### config.mk
export PLATFORM = sky130hd
export DESIGN_NAME = scv_merge
export DESIGN_NICKNAME = d
export VERILOG_FILES = /design/src/rtl/scv_pkg.sv /design/src/rtl/scv_merge.sv
export SDC_FILE = /design/constraint.sdc
export NUM_CORES = 1
export LEC_CHECK = 0
export ABC_AREA = 1
export BUFFER_PORTS_ARGS = -buffer_cell sky130_fd_sc_hd__buf_4
export CAP_MARGIN = 20
export CELL_PAD_IN_SITES_DETAIL_PLACEMENT = 0
export CELL_PAD_IN_SITES_GLOBAL_PLACEMENT = 1
export CORE_ASPECT_RATIO = 1.5
export CORE_MARGIN = 3
export CORE_UTILIZATION = 45
export DETAILED_ROUTE_END_ITERATION = 8
export GPL_TIMING_DRIVEN = 0
export PLACE_DENSITY_LB_ADDON = 0.1
export REMOVE_ABC_BUFFERS = 1
export SLEW_MARGIN = 20
export SYNTH_ARGS = -nofsm -noshare
export SYNTH_HDL_FRONTEND = slang
export SYNTH_SLANG_ARGS = --single-unit
### constraint.sdc
create_clock -name i_clk -period 3.5 [get_ports i_clk]
set_clock_uncertainty 0.15 [all_clocks]
set_input_delay 0.35 -clock i_clk [delete_from_list [all_inputs] [get_ports i_clk]]
set_output_delay 0.35 -clock i_clk [all_outputs]
set_load 0.02 [all_outputs]
### src/rtl/scv_pkg.sv
package scv_pkg;

    // defaults for the top level parameters
    localparam int MAX_WIDTH_DEF   = 1024;
    localparam int MAX_HALF_DEF    = 2;
    localparam int CHANNELS_DEF    = 3;
    localparam int SAMPLE_BITS_DEF = 16;

    // fixed field widths
    localparam int OUT_CH     = 3;
    localparam int RES_BITS   = 16;
    localparam int TAP_BITS   = 16;
    localparam int IDX_BITS   = 5;
    localparam int ROW_BITS   = 16;
    localparam int HALF_BITS  = 2;
    localparam int CFG_W_BITS = 11;
    localparam int CFG_H_BITS = 13;
    localparam int CFG_D_BITS = 13;
    localparam int FRAC_BITS  = 12;
    localparam int ROUND_BIAS = 2048;
    localparam logic [ROW_BITS-1:0] ROW_CAP = 16'hFFFF;

    // reset values of the configuration registers
    localparam logic [CFG_W_BITS-1:0] CFG_W_RESET    = 11'd1024;
    localparam logic [CFG_H_BITS-1:0] CFG_H_RESET    = 13'd1024;
    localparam logic [HALF_BITS-1:0]  CFG_HALF_RESET = 2'd1;

    // lane pipeline depth, window register to lane result
    localparam int LANE_LAT   = 4;
    localparam int FIFO_DEPTH = 8;

    typedef enum logic [1:0] {
        REQ_TAP   = 2'd0,
        REQ_PIXEL = 2'd1,
        REQ_FLUSH = 2'd2,
        REQ_NONE  = 2'd3
    } t_req;

    typedef enum logic [1:0] {
        CFG_WIDTH  = 2'd0,
        CFG_HEIGHT = 2'd1,
        CFG_HALF   = 2'd2,
        CFG_SPARE  = 2'd3
    } t_cfg_idx;

    typedef struct packed {
        logic valid;
        logic emit;
        logic last;
    } t_ctl;

    typedef struct packed {
        logic [OUT_CH-1:0][RES_BITS-1:0] value;
        logic                            clipped;
        logic                            last;
    } t_res;

    function automatic logic [ROW_BITS-1:0] row_inc(input logic [ROW_BITS-1:0] r);
        return (r == ROW_CAP) ? r : r + 1'b1;
    endfunction

endpackage

### src/rtl/scv_merge.sv
module scv_merge import scv_pkg::*; (
    input  logic                i_clk,
    input  logic                i_rst_n,
    input  logic                i_take,
    input  t_ctl                i_ctl,
    input  logic [RES_BITS-1:0] i_value [OUT_CH],
    input  logic [OUT_CH-1:0]   i_clip,
    output logic                o_room,
    output logic                o_valid,
    input  logic                i_ready,
    output t_res                o_res
);

    localparam int FP_W = $clog2(FIFO_DEPTH);

    t_ctl              r_ctl [LANE_LAT];
    t_res              r_mem [FIFO_DEPTH];
    logic [FP_W-1:0]   r_wr;
    logic [FP_W-1:0]   r_rd;
    logic [FP_W:0]     r_cnt;
    logic [FP_W:0]     r_credit;
    logic [FP_W:0]     n_credit;
    logic              push;
    logic              pop;
    logic              drop;
    t_res              res_in;

    // control travels beside the lanes
    always_ff @(posedge i_clk) begin
        if (!i_rst_n) begin
            for (int s = 0; s < LANE_LAT; s++) begin
                r_ctl[s] <= '0;
            end
        end else begin
            r_ctl[0] <= i_ctl;
            for (int s = 1; s < LANE_LAT; s++) begin
                r_ctl[s] <= r_ctl[s-1];
            end
        end
    end

    assign push = r_ctl[LANE_LAT-1].valid && r_ctl[LANE_LAT-1].emit;
    assign drop = r_ctl[LANE_LAT-1].valid && !r_ctl[LANE_LAT-1].emit;
    assign pop  = o_valid && i_ready;

    always_comb begin
        for (int c = 0; c < OUT_CH; c++) begin
            res_in.value[c] = i_value[c];
        end
        res_in.clipped = |i_clip;
        res_in.last    = r_ctl[LANE_LAT-1].last;
    end

    always_ff @(posedge i_clk) begin
        if (push) begin
            r_mem[r_wr] <= res_in;
        end
    end

    // credit covers every data item in flight plus queued results
    always_comb begin
        n_credit = r_credit;
        if (i_take) n_credit = n_credit + 1'b1;
        if (pop)    n_credit = n_credit - 1'b1;
        if (drop)   n_credit = n_credit - 1'b1;
    end

    always_ff @(posedge i_clk) begin
        if (!i_rst_n) begin
            r_wr     <= '0;
            r_rd     <= '0;
            r_cnt    <= '0;
            r_credit <= '0;
        end else begin
            r_credit <= n_credit;
            if (push) r_wr <= r_wr + 1'b1;
            if (pop)  r_rd <= r_rd + 1'b1;
            if (push && !pop)      r_cnt <= r_cnt + 1'b1;
            else if (pop && !push) r_cnt <= r_cnt - 1'b1;
        end
    end

    assign o_room  = r_credit < (FP_W+1)'(FIFO_DEPTH);
    assign o_valid = r_cnt != '0;
    assign o_res   = r_mem[r_rd];

endmodule

==> run metrics <==
outcome completed; fraction of synthesized area in multiplexers 0; CTS tree done; Crit Path Max Fanout 56; Unique masters post-synth 25; RePlAce Congestion 0.695; layout cell share with drive strength beyond 1 0.141; DR vias/cell 5.32; Clock Tree Buf Depth 3; FF/Latch Area ~13,000 um^2; initial drt markers 626; post-synthesis sequential area ratio 0.746; CP top delay family buffers and inverters; Multi-input gate area 3750 um^2; simple logic cell fraction of the synthesized area 0.122; largest family of logic cells by synthesized area simple AND/OR/NAND/NOR gates; Die Area 39,900 um^2; design area 20,500 um^2; asr flop ratio synth 0; max cap viols 0; Post-synth EDFFs 400; Skew-Pair Late Insertion Delay 530 ps; global-route wire length before repair 57,800 um; Crit path required time about 3000 ps; #FFs+latches synth 429; CTS clk-pin slew, worst paths 60 ps; post-synthesis instance total 1,320; antenna cells 0; Setup CP Type flop to primary output; Min Hold Slack 25.3 ps; CP max stage cell bufbuf_16; power per cell area between 600 and 700 nW/um^2; largest area contributor in the netlist edfxtp_1; Detail Route Antenna Nets 0; RSZ-0062 raised after global routing false; Non-Filler Instances 1,991; Place WS about 52 ps; CTS HTree Levels 2; critical path cell sequence buf_12 -> buf_16 -> buf_16 -> clkinv_16 -> bufbuf_16 -> nor2_1 -> o32ai_1 -> nand2_1 -> nand2_1 -> buf_4; Avg Cell Area, Syn 12.8 um^2; largest net degree at the start of global routing 113; Worst EP arrival 2760 ps; WL final between 30,000 and 40,000 um; Layout Nets 1,547; # IOs 110; Final Hold Fails 0; Yosys warning count 0; Worst Path Buf+Inv 6; Core Util, Final 0.556; # DRC 0; total power 13.8 mW; max frequency 307 MHz; top cells by area, synth edfxtp_1 (71%), nor2_1 (7.2%), o32ai_1 (5.2%); post-DR wirelength/cell 19.1 um; endpoints failing setup 0; Slew @ Worst Pin slightly above 700 ps; Leakage 7.26 nW; Fillers 3,055; XOR/XNOR Fraction of Synth Area 0.000519; Cell Area, Placed around 19,000 um^2; Rows 86; CP max stage delay roughly 400 ps; Worst setup SP type flop; post-synthesis cell area 16,900 um^2; global route total overflow 0; Post-synth top flop edfxtp_1; DIE HEIGHT 243 um; fin crit period 3260 ps; Crit. End Element primary output; PortBufs about 110; Slew headroom 0.526; Total GRT Usage 0.189; initial antenna violation count 0; vias in the first global route 10,400; CTS Root Buffer Type clkbuf_16; post-synth top area share 0.712; CTS Buf Count 41; DP HPWL 20,600 um; Final TNS setup 0 ps; DR vias about 11,000; P&R area growth vs syn 21.5%; clock sink count 429; core area 36,900 um^2; Tcrit/Tclk final 0.932; final worst setup slack roughly 240 ps; die extent in x 164 um; Tightest Hold Check Type input pin to flop; Compound-Gate Fraction of Synth Area 0.0894; Initial Util 0.457; Cells after DPL roughly 1,900; peak supply drop 0.000382 V; Max Slew Vio Count 0; drt pass-1 iters 4; Post-Synth Adder-Cell Area 0.00712
[placed cells by master (no fill, tap or decap)]
cell and instances:
a21oi_1 11, a21oi_4 1, buf_12 11, buf_16 21, buf_4 110, bufbuf_16 1
bufinv_16 1, clkbuf_1 8, clkbuf_16 42, clkinv_1 15, clkinv_16 1, clkinv_2 5
dfxtp_1 26, dfxtp_4 3, dlygate4sd3_1 51, edfxtp_1 400, fa_1 1, ha_1 8
inv_1 36, inv_2 1, inv_4 1, inv_8 1, nand2_1 201, nand2_2 2
nand3_1 10, nor2_1 316, nor2_2 2, nor2_4 8, o21a_1 1, o21ai_0 109
o21ai_2 1, o32ai_1 100, or3_1 1, xor2_1 1
[report_power, final]
part           internal, mW  leakage (nW)  switching (mW)
logic                  1.60          2.85            2.52
registers              5.66          3.84           0.144
clock network          2.21         0.572            1.71
total                  9.47          7.26            4.38
[synthesized netlist by cell type, types with 8 or more instances]
cell type  number
o32ai_1       100
clkbuf_1       40
inv_1          37
a21oi_1        11
ha_1            8
nor2_1        324
o21ai_0       109
dfxtp_1        29
nand2_1       201
nand3_1        10
buf_6          11
edfxtp_1      400
buf_4          11
buf_2          12
[worst register-to-register path: stages, from the launching register on]
cell and delay, ps:
dfxtp_1 360, nor2_2 240, nand2_2 130, nand2_2 100, ha_1 140, inv_1 90, ha_1 330, a21oi_1 150
nand2_1 80, o21ai_0 250, nand2_1 80, nand2_1 60, nor2_1 40
[routing by layer]
metal  vias up  track usage  wire length, um
met5         -            0                0
met2       251        0.328            19600
met4         0       0.0635             1180
li1       5067            -                -
met1      5197        0.239            15300
met3        79       0.0341             1990
[cell families after synthesis]
family | count (synthesis)
adders and majority gates | 9
AOI/OAI and AO/OA | 223
and+or+nand+nor | 540
xor gates and xnor gates | 1
DFF | 429
buffers and inverters | 118
[worst paths after layout]
kind	from	end	slack (ps)	cells past startpoint
min	i_rst_n	r_ctl[0][1]$_SDFF_PN0_	30	3
max reg2reg	r_cnt[0]$_SDFFE_PN0P_	r_cnt[3]$_SDFFE_PN0P_	1210	12
min reg2reg	r_ctl[0][0]$_SDFF_PN0_	r_ctl[1][0]$_SDFF_PN0_	260	2
max	flop	o_res[6]	240	10
[state kept, by name, summed over array words and instances (netlist names), named ones only]
| register | flops |
|---|---|
| r_rd | 3 |
| r_credit | 4 |
| r_cnt | 4 |
| r_wr | 3 |
| r_ctl | 12 |
| r_mem | 400 |
[final cells by class]
type	count	area share
clock buffers	49	0.0515
multi-input cells	773	0.183
repair inverters	1	0.000549
clock inverters	21	0.00543
flip-flops and latches	429	0.615
well taps	484	0.0295
inverters	39	0.00854
repair buffers	195	0.107
[timing repair]
action | CTS | global route
resized for setup | 2 | 2
endpoints found under the hold margin | 387 | 0
setup buffers | 3 | 0
cloned | 1 | 2
hold buffers | 51 | 0
endpoints found under the setup margin | 50 | 23
(Power assumes the default switching activity.)
